==> src/design/tlsi_pkg.sv <==
// ----------------------------------------------------------------------------
// tlsi_pkg: shared definitions for the two-axis line step interpolator
// Widths, operation codes, state encodings and the structs passed between
// the top level, the ratio sequencer and the step generator.
// ----------------------------------------------------------------------------
`default_nettype none

package tlsi_pkg;

   // Width of a step count and of an axis position.
   localparam int STEP_BITS = 24;
   localparam int POS_BITS  = 32;

   // Fixed field widths on the stream ports.
   localparam int IN_STEP_BITS = 24;
   localparam int OUT_POS_BITS = 32;
   localparam int REQ_DATA_BITS = 56;
   localparam int RSP_DATA_BITS = 72;

   // Error accumulator: signed, with headroom above twice the denominator.
   localparam int ERR_BITS = STEP_BITS + 3;

   // Shared subtract unit width: one bit above a step count.
   localparam int SUB_BITS = STEP_BITS + 1;

   // Division bit counter and gcd shift count.
   localparam int CNT_BITS = $clog2(STEP_BITS);
   localparam logic [CNT_BITS-1:0] CNT_LAST = CNT_BITS'(STEP_BITS - 1);

   // Operation selector carried in tuser.
   typedef enum logic [1:0] {
      OP_TICK   = 2'd0,
      OP_START  = 2'd1,
      OP_ZERO_X = 2'd2,
      OP_ZERO_Z = 2'd3
   } op_type;

   // Top level sequencer.
   typedef enum logic {
      T_IDLE,
      T_WAIT
   } top_state_type;

   // Ratio sequencer.
   typedef enum logic [2:0] {
      R_IDLE,
      R_GCD,
      R_DIV_X,
      R_DIV_Z,
      R_DONE
   } ratio_state_type;

   // Command to the step generator for one transaction.
   typedef struct packed {
      logic tick;
      logic zero_x;
      logic zero_z;
      logic load;
      logic x_neg;
      logic z_neg;
   } step_cmd_type;

   // Reduced line setup produced by the ratio sequencer.
   typedef struct packed {
      logic [STEP_BITS-1:0] num;
      logic [STEP_BITS-1:0] den;
      logic                 z_major;
      logic [STEP_BITS-1:0] x_steps;
      logic [STEP_BITS-1:0] z_steps;
   } ratio_type;

   // Visible state of the step generator.
   typedef struct packed {
      logic                x_level;
      logic                z_level;
      logic                x_neg;
      logic                z_neg;
      logic                moving;
      logic [POS_BITS-1:0] x_pos;
      logic [POS_BITS-1:0] z_pos;
   } view_type;

   // Bring a position to the 32-bit port field (zero filled when narrower).
   function automatic logic [OUT_POS_BITS-1:0] pos_to_port(input logic [POS_BITS-1:0] pos);
      logic [POS_BITS+OUT_POS_BITS-1:0] ext;
      ext = {{OUT_POS_BITS{1'b0}}, pos};
      return ext[OUT_POS_BITS-1:0];
   endfunction

   // Bring a 24-bit port step count to the internal width.
   function automatic logic [STEP_BITS-1:0] steps_from_port(
      input logic [IN_STEP_BITS-1:0] steps);
      logic [STEP_BITS+IN_STEP_BITS-1:0] ext;
      ext = {{STEP_BITS{1'b0}}, steps};
      return ext[STEP_BITS-1:0];
   endfunction

endpackage

`default_nettype wire

==> src/design/tlsi_subtract.sv <==
// ----------------------------------------------------------------------------
// tlsi_subtract: shared subtract and compare unit
// Computes op_a - op_b and flags a borrow when op_b is the larger operand.
// ----------------------------------------------------------------------------
`default_nettype none

module tlsi_subtract (
   input  wire logic [tlsi_pkg::SUB_BITS-1:0] op_a,
   input  wire logic [tlsi_pkg::SUB_BITS-1:0] op_b,
   output logic      [tlsi_pkg::SUB_BITS-1:0] diff,
   output logic                               borrow
);

   logic [tlsi_pkg::SUB_BITS:0] wide;

   // One extra bit catches the borrow out of the top.
   assign wide   = {1'b0, op_a} - {1'b0, op_b};
   assign diff   = wide[tlsi_pkg::SUB_BITS-1:0];
   assign borrow = wide[tlsi_pkg::SUB_BITS];

endmodule

`default_nettype wire

==> src/design/tlsi_ratio.sv <==
// ----------------------------------------------------------------------------
// tlsi_ratio: step ratio sequencer
// Reduces the two step counts by their gcd with a binary gcd, then divides
// both counts by the odd part of the gcd with restoring division. All
// subtractions go through one shared subtract unit.
// ----------------------------------------------------------------------------
`default_nettype none

module tlsi_ratio (
   input  wire logic                           clock,
   input  wire logic                           reset,
   input  wire logic                           start,
   input  wire logic [tlsi_pkg::STEP_BITS-1:0] x_steps,
   input  wire logic [tlsi_pkg::STEP_BITS-1:0] z_steps,
   output logic                                done,
   output tlsi_pkg::ratio_type                 result
);

   localparam int SB = tlsi_pkg::STEP_BITS;

   tlsi_pkg::ratio_state_type state_ff, state_in;

   logic [SB-1:0]                   xs_ff, xs_in;
   logic [SB-1:0]                   zs_ff, zs_in;
   logic                            zmaj_ff, zmaj_in;
   logic [SB-1:0]                   a_ff, a_in;
   logic [SB-1:0]                   b_ff, b_in;
   logic [tlsi_pkg::CNT_BITS-1:0]   k_ff, k_in;
   logic [SB-1:0]                   div_ff, div_in;
   logic [SB-1:0]                   rem_ff, rem_in;
   logic [SB-1:0]                   quo_ff, quo_in;
   logic [SB-1:0]                   qx_ff, qx_in;
   logic [tlsi_pkg::CNT_BITS-1:0]   cnt_ff, cnt_in;

   logic [tlsi_pkg::SUB_BITS-1:0]   op_a;
   logic [tlsi_pkg::SUB_BITS-1:0]   op_b;
   logic [tlsi_pkg::SUB_BITS-1:0]   diff;
   logic                            borrow;
   logic                            gcd_end;
   logic                            div_last;
   logic [SB-1:0]                   quo_step;
   logic [SB-1:0]                   rem_step;

   // Shared subtract unit.
   tlsi_subtract u_subtract (
      .op_a   (op_a),
      .op_b   (op_b),
      .diff   (diff),
      .borrow (borrow)
   );

   // The gcd loop ends once either operand reaches zero.
   assign gcd_end  = (a_ff == '0) || (b_ff == '0);
   assign div_last = (cnt_ff == '0);

   // Restoring division step on the shared result.
   assign quo_step = {quo_ff[SB-2:0], ~borrow};
   assign rem_step = borrow ? op_a[SB-1:0] : diff[SB-1:0];

   // Next state.
   always_comb begin
      state_in = state_ff;
      unique case (state_ff)
         tlsi_pkg::R_IDLE: begin
            if (start) begin
               state_in = tlsi_pkg::R_GCD;
            end
         end
         tlsi_pkg::R_GCD: begin
            if (gcd_end) begin
               state_in = tlsi_pkg::R_DIV_X;
            end
         end
         tlsi_pkg::R_DIV_X: begin
            if (div_last) begin
               state_in = tlsi_pkg::R_DIV_Z;
            end
         end
         tlsi_pkg::R_DIV_Z: begin
            if (div_last) begin
               state_in = tlsi_pkg::R_DONE;
            end
         end
         tlsi_pkg::R_DONE: begin
            state_in = tlsi_pkg::R_IDLE;
         end
         default: begin
            state_in = tlsi_pkg::R_IDLE;
         end
      endcase
   end

   // Outputs: shared unit operands and the reduced ratio.
   always_comb begin
      op_a = {1'b0, a_ff};
      op_b = {1'b0, b_ff};
      done = 1'b0;
      unique case (state_ff) inside
         tlsi_pkg::R_DIV_X, tlsi_pkg::R_DIV_Z: begin
            op_a = {rem_ff, quo_ff[SB-1]};
            op_b = {1'b0, div_ff};
         end
         tlsi_pkg::R_DONE: begin
            done = 1'b1;
         end
         default: begin
         end
      endcase
      result.num     = zmaj_ff ? qx_ff : quo_ff;
      result.den     = zmaj_ff ? quo_ff : qx_ff;
      result.z_major = zmaj_ff;
      result.x_steps = xs_ff;
      result.z_steps = zs_ff;
   end

   // Datapath registers.
   always_comb begin
      xs_in   = xs_ff;
      zs_in   = zs_ff;
      zmaj_in = zmaj_ff;
      a_in    = a_ff;
      b_in    = b_ff;
      k_in    = k_ff;
      div_in  = div_ff;
      rem_in  = rem_ff;
      quo_in  = quo_ff;
      qx_in   = qx_ff;
      cnt_in  = cnt_ff;
      unique case (state_ff)
         tlsi_pkg::R_IDLE: begin
            if (start) begin
               xs_in   = x_steps;
               zs_in   = z_steps;
               zmaj_in = z_steps > x_steps;
               a_in    = x_steps;
               b_in    = z_steps;
               k_in    = '0;
            end
         end
         tlsi_pkg::R_GCD: begin
            if (gcd_end) begin
               // Divisor is the odd part of the gcd; both counts zero gives one.
               if (a_ff == '0) begin
                  div_in = (b_ff == '0) ? SB'(1) : b_ff;
               end else begin
                  div_in = a_ff;
               end
               quo_in = xs_ff >> k_ff;
               rem_in = '0;
               cnt_in = tlsi_pkg::CNT_LAST;
            end else if (!a_ff[0] && !b_ff[0]) begin
               a_in = a_ff >> 1;
               b_in = b_ff >> 1;
               k_in = k_ff + tlsi_pkg::CNT_BITS'(1);
            end else if (!a_ff[0]) begin
               a_in = a_ff >> 1;
            end else if (!b_ff[0]) begin
               b_in = b_ff >> 1;
            end else if (!borrow) begin
               a_in = diff[SB-1:0];
            end else begin
               // Keep the larger operand in a for the next subtraction.
               a_in = b_ff;
               b_in = a_ff;
            end
         end
         tlsi_pkg::R_DIV_X: begin
            if (div_last) begin
               qx_in  = quo_step;
               quo_in = zs_ff >> k_ff;
               rem_in = '0;
               cnt_in = tlsi_pkg::CNT_LAST;
            end else begin
               quo_in = quo_step;
               rem_in = rem_step;
               cnt_in = cnt_ff - tlsi_pkg::CNT_BITS'(1);
            end
         end
         tlsi_pkg::R_DIV_Z: begin
            quo_in = quo_step;
            rem_in = rem_step;
            cnt_in = cnt_ff - tlsi_pkg::CNT_BITS'(1);
         end
         default: begin
         end
      endcase
   end

   // Control state.
   always_ff @(posedge clock) begin
      if (reset) begin
         state_ff <= tlsi_pkg::R_IDLE;
      end else begin
         state_ff <= state_in;
      end
   end

   // Working registers.
   always_ff @(posedge clock) begin
      xs_ff   <= xs_in;
      zs_ff   <= zs_in;
      zmaj_ff <= zmaj_in;
      a_ff    <= a_in;
      b_ff    <= b_in;
      k_ff    <= k_in;
      div_ff  <= div_in;
      rem_ff  <= rem_in;
      quo_ff  <= quo_in;
      qx_ff   <= qx_in;
      cnt_ff  <= cnt_in;
   end

endmodule

`default_nettype wire

==> src/design/tlsi_stepper.sv <==
// ----------------------------------------------------------------------------
// tlsi_stepper: two-axis step pulse generator
// Holds the line state and advances it by one tick: toggles the major
// pulse, counts major steps on falling edges, accumulates the ratio error
// and toggles the minor pulse on an error hit, when pending or at major end.
// ----------------------------------------------------------------------------
`default_nettype none

module tlsi_stepper (
   input  wire logic                 clock,
   input  wire logic                 reset,
   input  wire tlsi_pkg::step_cmd_type cmd,
   input  wire tlsi_pkg::ratio_type  setup,
   output logic                      moving,
   output tlsi_pkg::view_type        view_next
);

   localparam int SB = tlsi_pkg::STEP_BITS;
   localparam int PB = tlsi_pkg::POS_BITS;
   localparam int EB = tlsi_pkg::ERR_BITS;

   logic [SB-1:0]        x_left_ff, x_left_in;
   logic [SB-1:0]        z_left_ff, z_left_in;
   logic [SB-1:0]        num_ff, num_in;
   logic [SB-1:0]        den_ff, den_in;
   logic signed [EB-1:0] err_ff, err_in;
   logic                 zmaj_ff, zmaj_in;
   logic                 x_level_ff, x_level_in;
   logic                 z_level_ff, z_level_in;
   logic                 pend_ff, pend_in;
   logic                 x_neg_ff, x_neg_in;
   logic                 z_neg_ff, z_neg_in;
   logic                 moving_ff, moving_in;
   logic [PB-1:0]        x_pos_ff, x_pos_in;
   logic [PB-1:0]        z_pos_ff, z_pos_in;

   // Major / minor view of the axes.
   logic [SB-1:0]        maj_left, min_left, maj_left_n, min_left_n;
   logic                 maj_level, min_level, maj_level_n, min_level_n;
   logic [PB-1:0]        maj_pos, min_pos, maj_pos_n, min_pos_n;
   logic                 maj_neg, min_neg;
   logic                 maj_step, min_active, fire, hit, pend_n;
   logic signed [EB-1:0] n_ext, d_ext, err1, err_sum, err2;

   assign n_ext = $signed({{(EB-SB){1'b0}}, num_ff});
   assign d_ext = $signed({{(EB-SB){1'b0}}, den_ff});

   // One tick of the line, seen from the major axis.
   always_comb begin
      maj_left  = zmaj_ff ? z_left_ff : x_left_ff;
      min_left  = zmaj_ff ? x_left_ff : z_left_ff;
      maj_level = zmaj_ff ? z_level_ff : x_level_ff;
      min_level = zmaj_ff ? x_level_ff : z_level_ff;
      maj_pos   = zmaj_ff ? z_pos_ff : x_pos_ff;
      min_pos   = zmaj_ff ? x_pos_ff : z_pos_ff;
      maj_neg   = zmaj_ff ? z_neg_ff : x_neg_ff;
      min_neg   = zmaj_ff ? x_neg_ff : z_neg_ff;

      // Major axis: a step is counted on the falling edge of its pulse.
      maj_step    = (maj_left != '0) && maj_level;
      maj_left_n  = maj_step ? maj_left - SB'(1) : maj_left;
      maj_level_n = (maj_left != '0) ? ~maj_level : maj_level;
      maj_pos_n   = maj_step ? maj_pos + (maj_neg ? {PB{1'b1}} : PB'(1)) : maj_pos;

      // Error grows only while the minor axis still has steps to make.
      min_active = (min_left != '0);
      err1       = (maj_step && min_active) ? err_ff + n_ext : err_ff;
      err_sum    = err1 + n_ext;
      hit        = zmaj_ff ? (err_sum > d_ext) : (err1 >= d_ext);
      fire       = min_active && (hit || pend_ff || (maj_left_n == '0));
      err2       = (fire && hit) ? err1 - d_ext : err1;

      // Minor axis: toggle when fired, count a step on the falling edge.
      min_left_n  = min_left;
      min_level_n = min_level;
      min_pos_n   = min_pos;
      pend_n      = pend_ff;
      if (fire) begin
         min_level_n = ~min_level;
         if (min_level) begin
            pend_n     = 1'b0;
            min_left_n = min_left - SB'(1);
            min_pos_n  = min_pos + (min_neg ? {PB{1'b1}} : PB'(1));
         end else begin
            pend_n = 1'b1;
         end
      end
   end

   // Next line state for the command of this transaction.
   always_comb begin
      x_left_in  = x_left_ff;
      z_left_in  = z_left_ff;
      num_in     = num_ff;
      den_in     = den_ff;
      err_in     = err_ff;
      zmaj_in    = zmaj_ff;
      x_level_in = x_level_ff;
      z_level_in = z_level_ff;
      pend_in    = pend_ff;
      x_neg_in   = x_neg_ff;
      z_neg_in   = z_neg_ff;
      moving_in  = moving_ff;
      x_pos_in   = x_pos_ff;
      z_pos_in   = z_pos_ff;
      if (cmd.tick && moving_ff) begin
         x_left_in  = zmaj_ff ? min_left_n : maj_left_n;
         z_left_in  = zmaj_ff ? maj_left_n : min_left_n;
         x_level_in = zmaj_ff ? min_level_n : maj_level_n;
         z_level_in = zmaj_ff ? maj_level_n : min_level_n;
         x_pos_in   = zmaj_ff ? min_pos_n : maj_pos_n;
         z_pos_in   = zmaj_ff ? maj_pos_n : min_pos_n;
         err_in     = err2;
         pend_in    = pend_n;
         moving_in  = (maj_left_n != '0) || (min_left_n != '0);
      end
      if (cmd.load) begin
         x_left_in = setup.x_steps;
         z_left_in = setup.z_steps;
         num_in    = setup.num;
         den_in    = setup.den;
         zmaj_in   = setup.z_major;
         x_neg_in  = cmd.x_neg;
         z_neg_in  = cmd.z_neg;
         err_in    = '0;
         moving_in = 1'b1;
      end
      if (cmd.zero_x) begin
         x_pos_in = '0;
      end
      if (cmd.zero_z) begin
         z_pos_in = '0;
      end
   end

   // Visible state after this transaction.
   always_comb begin
      view_next.x_level = x_level_in;
      view_next.z_level = z_level_in;
      view_next.x_neg   = x_neg_in;
      view_next.z_neg   = z_neg_in;
      view_next.moving  = moving_in;
      view_next.x_pos   = x_pos_in;
      view_next.z_pos   = z_pos_in;
   end

   assign moving = moving_ff;

   // Line state registers, all cleared by reset.
   always_ff @(posedge clock) begin
      if (reset) begin
         x_left_ff  <= '0;
         z_left_ff  <= '0;
         num_ff     <= '0;
         den_ff     <= '0;
         err_ff     <= '0;
         zmaj_ff    <= 1'b0;
         x_level_ff <= 1'b0;
         z_level_ff <= 1'b0;
         pend_ff    <= 1'b0;
         x_neg_ff   <= 1'b0;
         z_neg_ff   <= 1'b0;
         moving_ff  <= 1'b0;
         x_pos_ff   <= '0;
         z_pos_ff   <= '0;
      end else begin
         x_left_ff  <= x_left_in;
         z_left_ff  <= z_left_in;
         num_ff     <= num_in;
         den_ff     <= den_in;
         err_ff     <= err_in;
         zmaj_ff    <= zmaj_in;
         x_level_ff <= x_level_in;
         z_level_ff <= z_level_in;
         pend_ff    <= pend_in;
         x_neg_ff   <= x_neg_in;
         z_neg_ff   <= z_neg_in;
         moving_ff  <= moving_in;
         x_pos_ff   <= x_pos_in;
         z_pos_ff   <= z_pos_in;
      end
   end

endmodule

`default_nettype wire

==> src/design/two_axis_line_step_interpolator_unit.sv <==
// ----------------------------------------------------------------------------
// two_axis_line_step_interpolator_unit: two-axis line step pulse generator
// Each request transaction carries one operation in req_tuser (tick, start
// a line move, zero the x position, zero the z position) and yields exactly
// one response transaction with the pulse pins, direction pins, busy flag
// and both positions as they stand after the operation.
// A tick, a position clear, or a start that arrives while a move is in
// progress is answered the cycle after acceptance. A start taken while idle
// runs the ratio sequencer first: a binary gcd of the two step counts and
// two restoring divisions of STEP_BITS steps each, all on one shared
// subtract unit; the response is registered when the sequencer finishes.
// req_tready is low while the sequencer runs and while an undelivered
// response sits in the output register and rsp_tready is low; the output
// register drains and refills in the same cycle, so ticks sustain one
// transaction per cycle while the receiver keeps up.
// Synchronous reset clears the line state, both positions and the output
// valid flag; no response is pending after reset.
// ----------------------------------------------------------------------------
`default_nettype none

module two_axis_line_step_interpolator_unit (
   input  wire logic                                clock,
   input  wire logic                                reset,
   // Request: tuser [1:0] opcode.
   input  wire logic                                req_tvalid,
   output logic                                     req_tready,
   input  wire logic [1:0]                          req_tuser,
   // Request tdata: [23:0] x_steps, [47:24] z_steps, [48] x_backward,
   // [49] z_backward, [55:50] zero.
   input  wire logic [tlsi_pkg::REQ_DATA_BITS-1:0]  req_tdata,
   output logic                                     rsp_tvalid,
   input  wire logic                                rsp_tready,
   // Response tdata: [0] accepted, [1] x_pulse, [2] z_pulse, [3] x_dir_pin,
   // [4] z_dir_pin, [5] busy_res, [37:6] x_position, [69:38] z_position,
   // [71:70] zero.
   output logic [tlsi_pkg::RSP_DATA_BITS-1:0]       rsp_tdata
);

   tlsi_pkg::top_state_type state_ff, state_in;

   logic                                   rsp_valid_ff, rsp_valid_in;
   logic [tlsi_pkg::RSP_DATA_BITS-1:0]     rsp_data_ff, rsp_data_in;
   logic                                   x_dir_ff, x_dir_in;
   logic                                   z_dir_ff, z_dir_in;

   tlsi_pkg::op_type                       op;
   tlsi_pkg::step_cmd_type                 cmd;
   tlsi_pkg::ratio_type                    setup;
   tlsi_pkg::view_type                     view_next;
   logic                                   req_fire;
   logic                                   ratio_start;
   logic                                   ratio_done;
   logic                                   moving;
   logic                                   load_rsp;
   logic [tlsi_pkg::STEP_BITS-1:0]         x_steps;
   logic [tlsi_pkg::STEP_BITS-1:0]         z_steps;

   assign op      = tlsi_pkg::op_type'(req_tuser);
   assign x_steps = tlsi_pkg::steps_from_port(req_tdata[23:0]);
   assign z_steps = tlsi_pkg::steps_from_port(req_tdata[47:24]);

   // Ratio sequencer with the shared subtract unit.
   tlsi_ratio u_ratio (
      .clock   (clock),
      .reset   (reset),
      .start   (ratio_start),
      .x_steps (x_steps),
      .z_steps (z_steps),
      .done    (ratio_done),
      .result  (setup)
   );

   // Line state and pulse generation.
   tlsi_stepper u_stepper (
      .clock     (clock),
      .reset     (reset),
      .cmd       (cmd),
      .setup     (setup),
      .moving    (moving),
      .view_next (view_next)
   );

   // Next state.
   always_comb begin
      state_in = state_ff;
      unique case (state_ff)
         tlsi_pkg::T_IDLE: begin
            if (ratio_start) begin
               state_in = tlsi_pkg::T_WAIT;
            end
         end
         tlsi_pkg::T_WAIT: begin
            if (ratio_done) begin
               state_in = tlsi_pkg::T_IDLE;
            end
         end
         default: begin
            state_in = tlsi_pkg::T_IDLE;
         end
      endcase
   end

   // Outputs: handshake and the step generator command.
   always_comb begin
      req_tready  = 1'b0;
      ratio_start = 1'b0;
      cmd         = '0;
      cmd.x_neg   = x_dir_ff;
      cmd.z_neg   = z_dir_ff;
      load_rsp    = 1'b0;
      req_fire    = 1'b0;
      unique case (state_ff)
         tlsi_pkg::T_IDLE: begin
            req_tready = !rsp_valid_ff || rsp_tready;
            req_fire   = req_tvalid && req_tready;
            if (req_fire) begin
               unique case (op)
                  tlsi_pkg::OP_TICK:   cmd.tick   = 1'b1;
                  tlsi_pkg::OP_ZERO_X: cmd.zero_x = 1'b1;
                  tlsi_pkg::OP_ZERO_Z: cmd.zero_z = 1'b1;
                  tlsi_pkg::OP_START:  ratio_start = !moving;
                  default: begin
                  end
               endcase
               load_rsp = !ratio_start;
            end
         end
         tlsi_pkg::T_WAIT: begin
            cmd.load = ratio_done;
            load_rsp = ratio_done;
         end
         default: begin
         end
      endcase
   end

   // Direction capture and response register.
   always_comb begin
      x_dir_in = x_dir_ff;
      z_dir_in = z_dir_ff;
      if (ratio_start) begin
         x_dir_in = req_tdata[48];
         z_dir_in = req_tdata[49];
      end

      rsp_valid_in = rsp_valid_ff && !rsp_tready;
      rsp_data_in  = rsp_data_ff;
      if (load_rsp) begin
         rsp_valid_in = 1'b1;
         rsp_data_in  = {2'b00,
                         tlsi_pkg::pos_to_port(view_next.z_pos),
                         tlsi_pkg::pos_to_port(view_next.x_pos),
                         view_next.moving,
                         view_next.z_neg,
                         view_next.x_neg,
                         view_next.z_level,
                         view_next.x_level,
                         ratio_done};
      end
   end

   assign rsp_tvalid = rsp_valid_ff;
   assign rsp_tdata  = rsp_data_ff;

   // Control registers.
   always_ff @(posedge clock) begin
      if (reset) begin
         state_ff     <= tlsi_pkg::T_IDLE;
         rsp_valid_ff <= 1'b0;
      end else begin
         state_ff     <= state_in;
         rsp_valid_ff <= rsp_valid_in;
      end
   end

   // Payload registers.
   always_ff @(posedge clock) begin
      rsp_data_ff <= rsp_data_in;
      x_dir_ff    <= x_dir_in;
      z_dir_ff    <= z_dir_in;
   end

   // The ratio sequencer finishes only while the top level waits for it.
   assert property (@(posedge clock) disable iff (reset)
      ratio_done |-> (state_ff == tlsi_pkg::T_WAIT))
      else $error("ratio done outside of a line start");

   // A finished start yields a response marked accepted and busy.
   assert property (@(posedge clock) disable iff (reset)
      ratio_done |=> (rsp_tvalid && rsp_tdata[0] && rsp_tdata[5]))
      else $error("line start response missing or wrong");

   // A start that arrives during a move does not launch the sequencer.
   assert property (@(posedge clock) disable iff (reset)
      (req_tvalid && req_tready && (op == tlsi_pkg::OP_START) && moving)
      |=> (state_ff == tlsi_pkg::T_IDLE) && rsp_tvalid && !rsp_tdata[0])
      else $error("start during a move was not rejected");

   // No request is taken while the sequencer runs.
   assert property (@(posedge clock) disable iff (reset)
      (state_ff == tlsi_pkg::T_WAIT) |-> !req_tready)
      else $error("request taken during ratio computation");

endmodule

`default_nettype wire
==> config.mk <==
export PLATFORM = sky130hd
export DESIGN_NAME = two_axis_line_step_interpolator_unit
export DESIGN_NICKNAME = d
export VERILOG_FILES = /design/src/design/tlsi_pkg.sv /design/src/design/tlsi_subtract.sv /design/src/design/tlsi_ratio.sv /design/src/design/tlsi_stepper.sv /design/src/design/two_axis_line_step_interpolator_unit.sv
export SDC_FILE = /design/constraint.sdc
export NUM_CORES = 2
export LEC_CHECK = 0
export ABC_CLOCK_PERIOD_IN_PS = 10100
export BUFFER_PORTS_ARGS = -buffer_cell sky130_fd_sc_hd__buf_2
export CORE_ASPECT_RATIO = 2
export CORE_MARGIN = 2
export CORE_UTILIZATION = 40
export DETAILED_ROUTE_END_ITERATION = 7
export PLACE_DENSITY = 0.69
export REMOVE_ABC_BUFFERS = 1
export SLEW_MARGIN = 25
export SYNTH_ARGS = -nofsm -noshare
export SYNTH_HDL_FRONTEND = slang
export SYNTH_SLANG_ARGS = --single-unit
==> constraint.sdc <==
create_clock -name clock -period 10.1 [get_ports clock]
set_clock_uncertainty 0.2 [all_clocks]
set_input_delay 1.01 -clock clock [delete_from_list [all_inputs] [get_ports clock]]
set_output_delay 1.01 -clock clock [all_outputs]
set_load 0.05 [all_outputs]
* Word level (Yosys, flattened, before mapping)
Cells that the tools add are included.
** Cells by class
- $add $sub $neg :: 10
- $lt $le $gt $ge :: 3
- Equality and inequality tests :: 16
- Shift operators :: 2
- Muxes and demuxes :: 100
- Bitwise gates (word level) :: 4
- Reductions and logical operators :: 45
** Operators with widths (number)
- $mux 24 :: 33
- $mux 32 :: 13
- $pmux 24 s3 :: 2
- $pmux 24 s2 :: 2
- $reduce_bool 24->1 :: 4
- $logic_not 24->1 :: 3
- $add 32x32->32 :: 2
- $add 27x25->27 :: 2
- $mux 27 :: 2
- $shr 24x5->24 :: 2
- $sub 24x1->24 const B :: 2
- $mux 1 :: 31
- $ge 27x25->1 :: 1
- $gt 27x25->1 :: 1
- $sub 27x25->27 :: 1
- $sub 25x24->26 :: 1
- $mux 25 :: 1
- $mux 5 :: 5
- $gt 24x24->1 :: 1
- $mux 3 :: 6
- $reduce_and 4->1 :: 4
- $pmux 5 s3 :: 1
- $pmux 3 s4 :: 1
- $pmux 5 s2 :: 1
- 25 further kinds :: 58
** Storage, ports and cells
- Register bits :: 474
- Input bits :: 62
- Output and inout bits :: 74
- Word-level logic and storage cells :: 213

* Depth between registers and ports, before layout
- Depth in word-level cells :: 16
- Gate-level depth with buffers :: 50
- Gate-level depth less buffers :: 38

* By module
From an unflattened synthesis, not the netlist that was laid out.
** Unflattened totals
- Cells, all modules :: 4288
- Area total of the unflattened synthesis :: 36825.3 µm²
** Modules (own cells, without submodules)
- tlsi_stepper :: instances 1, cells each 2737, area each 20365.8 µm², seq. area each 3883.7 µm²
- tlsi_ratio :: instances 1, cells each 1270, area each 12813.5 µm², seq. area each 6155.9 µm²
- two_axis_line_step_interpolator_unit :: instances 1, cells each 96, area each 2327.2 µm², seq. area each 2202.1 µm²
- tlsi_subtract :: instances 1, cells each 185, area each 1318.8 µm², seq. area each 0.0 µm²

* Least setup slack after synthesis
No wires, ideal clock.
- Path type :: register to register
- Start :: register u_stepper.zmaj_ff
- End :: register rsp_data_ff (netlist bit rsp_tdata[5]), data pin
- Setup time :: 0.271 ns
- Arrival time :: 9.309 ns
- Data required time :: 9.629 ns
- Slack :: 0.321 ns
- Stages on the path, launching flop included :: 44
- Buffers on the path :: 15
- Period minus slack after synthesis :: 9.779 ns
- Cell sequence :: dfxtp_1 -> buf_6 -> buf_4 -> buf_4 -> buf_2 -> buf_1 -> buf_2 -> buf_1 -> clkbuf_1 -> clkbuf_1 -> clkbuf_1 -> clkbuf_1 -> mux2_2 -> ha_1 -> clkbuf_1 -> nand2_1 -> clkbuf_1 -> clkbuf_1 -> [8 not listed] -> a21oi_1 -> o21bai_1 -> a21oi_1 -> xnor2_1 -> ha_1 -> and3_1 -> nand3_1 -> nor4_1 -> a21oi_1 -> a21oi_1 -> o2111ai_1 -> o2bb2ai_1 -> o21a_2 -> buf_6 -> o211ai_1 -> a222oi_1 -> nor4bb_1 -> a21oi_1
** Between the ends
- Cells in the longest elaborated chain, start to end :: 16
- Elaborated cells on any way between the ends :: 27
- Those cells by class :: 3 x add/sub; 2 x order compare; 11 x mux; 11 x reduce/logical
** Ends and longest elaborated chain
- start, declared :: RTL line tlsi_stepper.sv:27 : logic zmaj_ff, zmaj_in;
- start signal, assigned :: RTL line tlsi_stepper.sv:172 : zmaj_ff <= zmaj_in;
- $mux 24 :: RTL line tlsi_stepper.sv:50 : maj_left = zmaj_ff ? z_left_ff : x_left_ff;
- $reduce_bool 24->1 :: RTL line tlsi_stepper.sv:60 : maj_step = (maj_left != '0) && maj_level;
- $logic_and 1x1->1 :: RTL line tlsi_stepper.sv:60
- $logic_and 1x1->1 :: RTL line tlsi_stepper.sv:67 : err1 = (maj_step && min_active) ? err_ff + n_ext : err_ff;
- $mux 27 :: RTL line tlsi_stepper.sv:67
- $add 27x25->27 :: RTL line tlsi_stepper.sv:68 : err_sum = err1 + n_ext;
- $gt 27x25->1 :: RTL line tlsi_stepper.sv:69 : hit = zmaj_ff ? (err_sum > d_ext) : (err1 >= d_ext);
- $mux 1 :: RTL line tlsi_stepper.sv:69
- $logic_or 1x1->1 (2 in a row) :: RTL line tlsi_stepper.sv:70 : fire = min_active && (hit || pend_ff || (maj_left_n == '0));
- $logic_and 1x1->1 :: RTL line tlsi_stepper.sv:70
- $mux 24 :: RTL line tlsi_stepper.sv:78 : if (fire) begin
- $reduce_bool 24->1 :: RTL line tlsi_stepper.sv:115 : moving_in = (maj_left_n != '0) || (min_left_n != '0);
- $logic_or 1x1->1 * :: RTL line tlsi_stepper.sv:115
- $mux 1 * :: RTL line tlsi_stepper.sv:106 : if (cmd.tick && moving_ff) begin
- $mux 1 * :: RTL line tlsi_stepper.sv:117 : if (cmd.load) begin
- via u_stepper.moving_in :: RTL line tlsi_stepper.sv:33 : logic moving_ff, moving_in;
- end signal, assigned :: RTL line two_axis_line_step_interpolator_unit.sv:178 : rsp_data_ff <= rsp_data_in;
- end, declared :: RTL line two_axis_line_step_interpolator_unit.sv:42 : logic [tlsi_pkg::RSP_DATA_BITS-1:0] rsp_data_ff, rsp_data_in;
The timed path passes the listed nets; every way through them passes the cells marked *.
A chain may end at the register's enable or synchronous reset.

==> impl_metrics.csv <==
group,metric,value,unit
cells_and_area,layout.cell_area.non_filler,39000,sq um
pwr,total_power,4.56,mW
clocking,cts_buffers,48,
worst_hold_path,worstHoldStart,"u_stepper.err_ff[7]",
critical_path,cp-end-kind,"register",
yosys,synth_area,35400,sq um
routing,vias,31897,
global_routing,grt_antenna_before_repair,1,
floorplanning,ios,136,
run_status,status,"finished, final reports clean",
routing,firstDrtPassIters,5,
clocking,cts-root-buf,"clkbuf_16",
clocking,path_clk_slew,0.07,ns
sta,tns,0,ns
routing,ant_nets,0,
clocking,post_cts_resize_count,0,
critical_path,critPathLaunch,"u_stepper.zmaj_ff",
routing,maxUsedRoutingLayer,"met4",
global_routing,overflow,0,
critical_path,cp.depth,36,
placement,place_inst,5195,
sta,period_share,91.7,%
critical_path,crit_fanout,59,
yosys,yosys_warnings,0,
clocking,cts-htree-levels,2,
global_routing,grt_pass1_wl,177,mm
sta,max_freq,108,MHz
cells_and_area,drive_above_1_share,11.1,%
routing,wire_per_inst,21.9,um
critical_path,ff2ff_path_depth,36,
cells_and_area,area_delta_synth_final,10.1,%
critical_path,timing.critical_path.mode_cell,"a21oi_1",
sta,hold_violations,0,
clocking,cts_tree,"yes",
placement,placed_area,37400,sq um
worst_hold_path,hold_depth,2,
critical_path,rrSetupSlack,0.84,ns
critical_path,cp_num_buf_inv,7,
sta,holdWs,0.275,ns
yosys,synth_ff_type,"edfxtp_1",
cells_and_area,stdcell_count,5285,
critical_path,crit_family,"compound AO/OA/AOI/OAI gates",
flow_run,drv_cap,0,
placement,hpwl,86.5,mm
clocking,clk_latency,0.64,ns
routing,dr_wl_met2,61.2,mm
yosys,netlist_instances,4066,
sta,finalSetupViolCount,0,
sta,rsz0062_at_grt,"no",
floorplanning,die_w,214,um
floorplanning,dieArea,91100,sq um
placement,globalplace.congestion,1.00,
global_routing,grt_pass1_vias,31591,
global_routing,grt_max_degree,86,
floorplanning,die_h,425,um
routing,viasPerCell,6.04,
clocking,ctsHoldBuffers,0,
pwr,p_per_area,117,nW/um^2
pwr,max-vdd-ir-drop,0.152,mV
clocking,cts.sinks,474,
sta,min_period,9.26,ns
routing,wl,116,mm
clocking,cts_setup_buffers,0,
floorplanning,initial_core_util,40.3,%
sta,slew_viol_final,0,
routing,met1_length,39.3,mm
cells_and_area,layout_commonest_cell,"nor2_1",
critical_path,reg2reg_from,"u_stepper.zmaj_ff",
cells_and_area,fin_nets,4354,
routing,drc_errors,0,
critical_path,crit_path_start_kind,"register",
yosys,synth_area_per_cell,8.71,sq um
critical_path,crit_slowest_cell,"dfxtp_4",
critical_path,worstSetupPathType,"register to register",
routing,drtIter0Drc,1979,
yosys,synth_edf_count,275,
global_routing,track_usage,24.7,%
floorplanning,core_area,87900,sq um
worst_hold_path,min_to,"u_stepper.err_ff[7]",
critical_path,required,10.35,ns
critical_path,rr_endpoint,"rsp_tdata[41]",
sta,worst_pin_slew,1.08,ns
pwr,power.leakage,15.8,nW
clocking,cts_buffer_depth,3,
worst_hold_path,hold_path.class,"register to register",
sta,slew-limit-headroom,27.7,%
routing,wl_met3,5.03,mm
yosys,synthArstFlopShare,0,%
cells_and_area,mostFrequentLayoutCells,"nor2_1 (419), nand2_1 (368), a21oi_1 (319)",
critical_path,crit_path_max_incr_delay,0.83,ns
floorplanning,row_count,154,
yosys,synth_cell_types,101,
critical_path,worstPathArrival,9.51,ns
yosys,synth_seq_cells,474,
placement,port_buffers,127,
yosys,ys_seq_area_share,34.6,%
-- metal layers --
layer | GRT usage, % | vias up
met3 | 2.53 | 435
met2 | 47.2 | 1116
met5 | 0 | -
met4 | 19.2 | 0
met1 | 24.2 | 15219
li1 | - | 15127
-- metrics by stage --
stage,worst slack (ns),utilization (%)
6_report,0.838,44.4
5_1_grt,0.204,44.4
4_1_cts,0.978,44.4
3_5_place_dp,1.07,42.5
3_3_place_gp,1.07,42.5
2_1_floorplan,-7.67,-
-- synthesized netlist by cell type, types with 20 or more instances --
master    instances  area, sq um
a22oi_1          52          390
o21a_1           22          165
o21bai_1         21          158
edfxtp_1        275         8260
nand3_1          90          450
o221ai_1         24          210
nor3_1           94          470
nand2_1         370         1390
o21ai_0         197          986
xor2_1           74          648
mux2i_1         229         2290
a21o_1          113          848
a21oi_1         319         1600
a211oi_1        108          811
nand4_1          42          263
nor2_1          425         1600
buf_1            41          154
nor2b_1          43          269
dfxtp_1         199         3980
clkbuf_1        199          747
nor4_1           35          219
o211ai_1         20          150
and3_1           28          175
xnor2_1          94          823
o22ai_1          31          194
mux2_2           75          845
nand2b_1         44          275
nand3b_1         23          173
inv_1           132          495
or2_2            20          125
or3_1            34          213
o21ai_1          23          115
and2_1           26          163
o31ai_1          22          165
a31oi_1          31          194
ha_1            211         2640
a21boi_0         25          188
-- worst register-to-register path, delay by kind of cell, from the launching register on --
family | cells | cell delay [ns]
compound gates | 16 | 3.49
xor+xnor | 1 | 0.15
fa+ha+maj | 2 | 0.66
buf+inv | 7 | 1.57
flops | 1 | 0.83
simple gates | 10 | 2.20
-- worst max path at each step --
stage / end / slack, ns
2_1_floorplan: rsp_tdata[7] / -7.67
3_3_place_gp: rsp_tdata[5] / 1.07
3_5_place_dp: rsp_tdata[5] / 1.07
4_1_cts: rsp_tdata[41] / 0.98
5_1_grt: rsp_tdata[5] / 0.20
6_report: rsp_tdata[41] / 0.84
-- final cells by class --
| class | instances | area [sq um] |
|---|---|---|
| Antenna cell | 1 | 2.50 |
| Clock buffer | 61 | 1320 |
| Clock inverter | 28 | 323 |
| Fill cell | 8779 | 48900 |
| Inverter | 132 | 495 |
| Multi-Input combinational cell | 3204 | 21800 |
| Sequential cell | 474 | 12200 |
| Tap cell | 1170 | 1460 |
| Timing Repair Buffer | 215 | 1350 |
-- sequential cells by signal, indices dropped and copies added, names as in the netlist, 3 cells and up --
name / cells
u_stepper.err_ff: 27
u_ratio.a_ff: 24
u_ratio.zs_ff: 24
u_ratio.div_ff: 24
u_ratio.rem_ff: 24
u_ratio.xs_ff: 24
u_ratio.state_ff: 3
u_stepper.z_pos_ff: 32
u_ratio.k_ff: 5
u_ratio.quo_ff: 24
u_stepper.x_left_ff: 24
u_stepper.den_ff: 24
u_stepper.x_pos_ff: 32
u_ratio.qx_ff: 24
u_stepper.z_left_ff: 24
u_stepper.num_ff: 24
rsp_tdata: 70
u_ratio.cnt_ff: 5
u_ratio.b_ff: 24
-- cell families after synthesis --
| group | after synthesis | share of synthesized area (%) |
|---|---|---|
| buffers and inverters | 389 | 4.25 |
| adder cells (fa/ha/maj) | 217 | 7.79 |
| AND/OR/NAND/NOR | 1330 | 17.7 |
| XOR/XNOR | 168 | 4.15 |
| AO/OA/AOI/OAI | 1165 | 21.6 |
| multiplexers | 322 | 9.94 |
| flip-flops | 474 | 34.6 |
| other | 1 | 0.0106 |
-- report_power, final --
group,switching [mW],total [mW],internal [mW]
sequential,0.0430,2.13,2.09
combinational,0.354,0.521,0.166
clock,0.843,1.91,1.06
No activity file was read; power rests on OpenSTA's default activity.
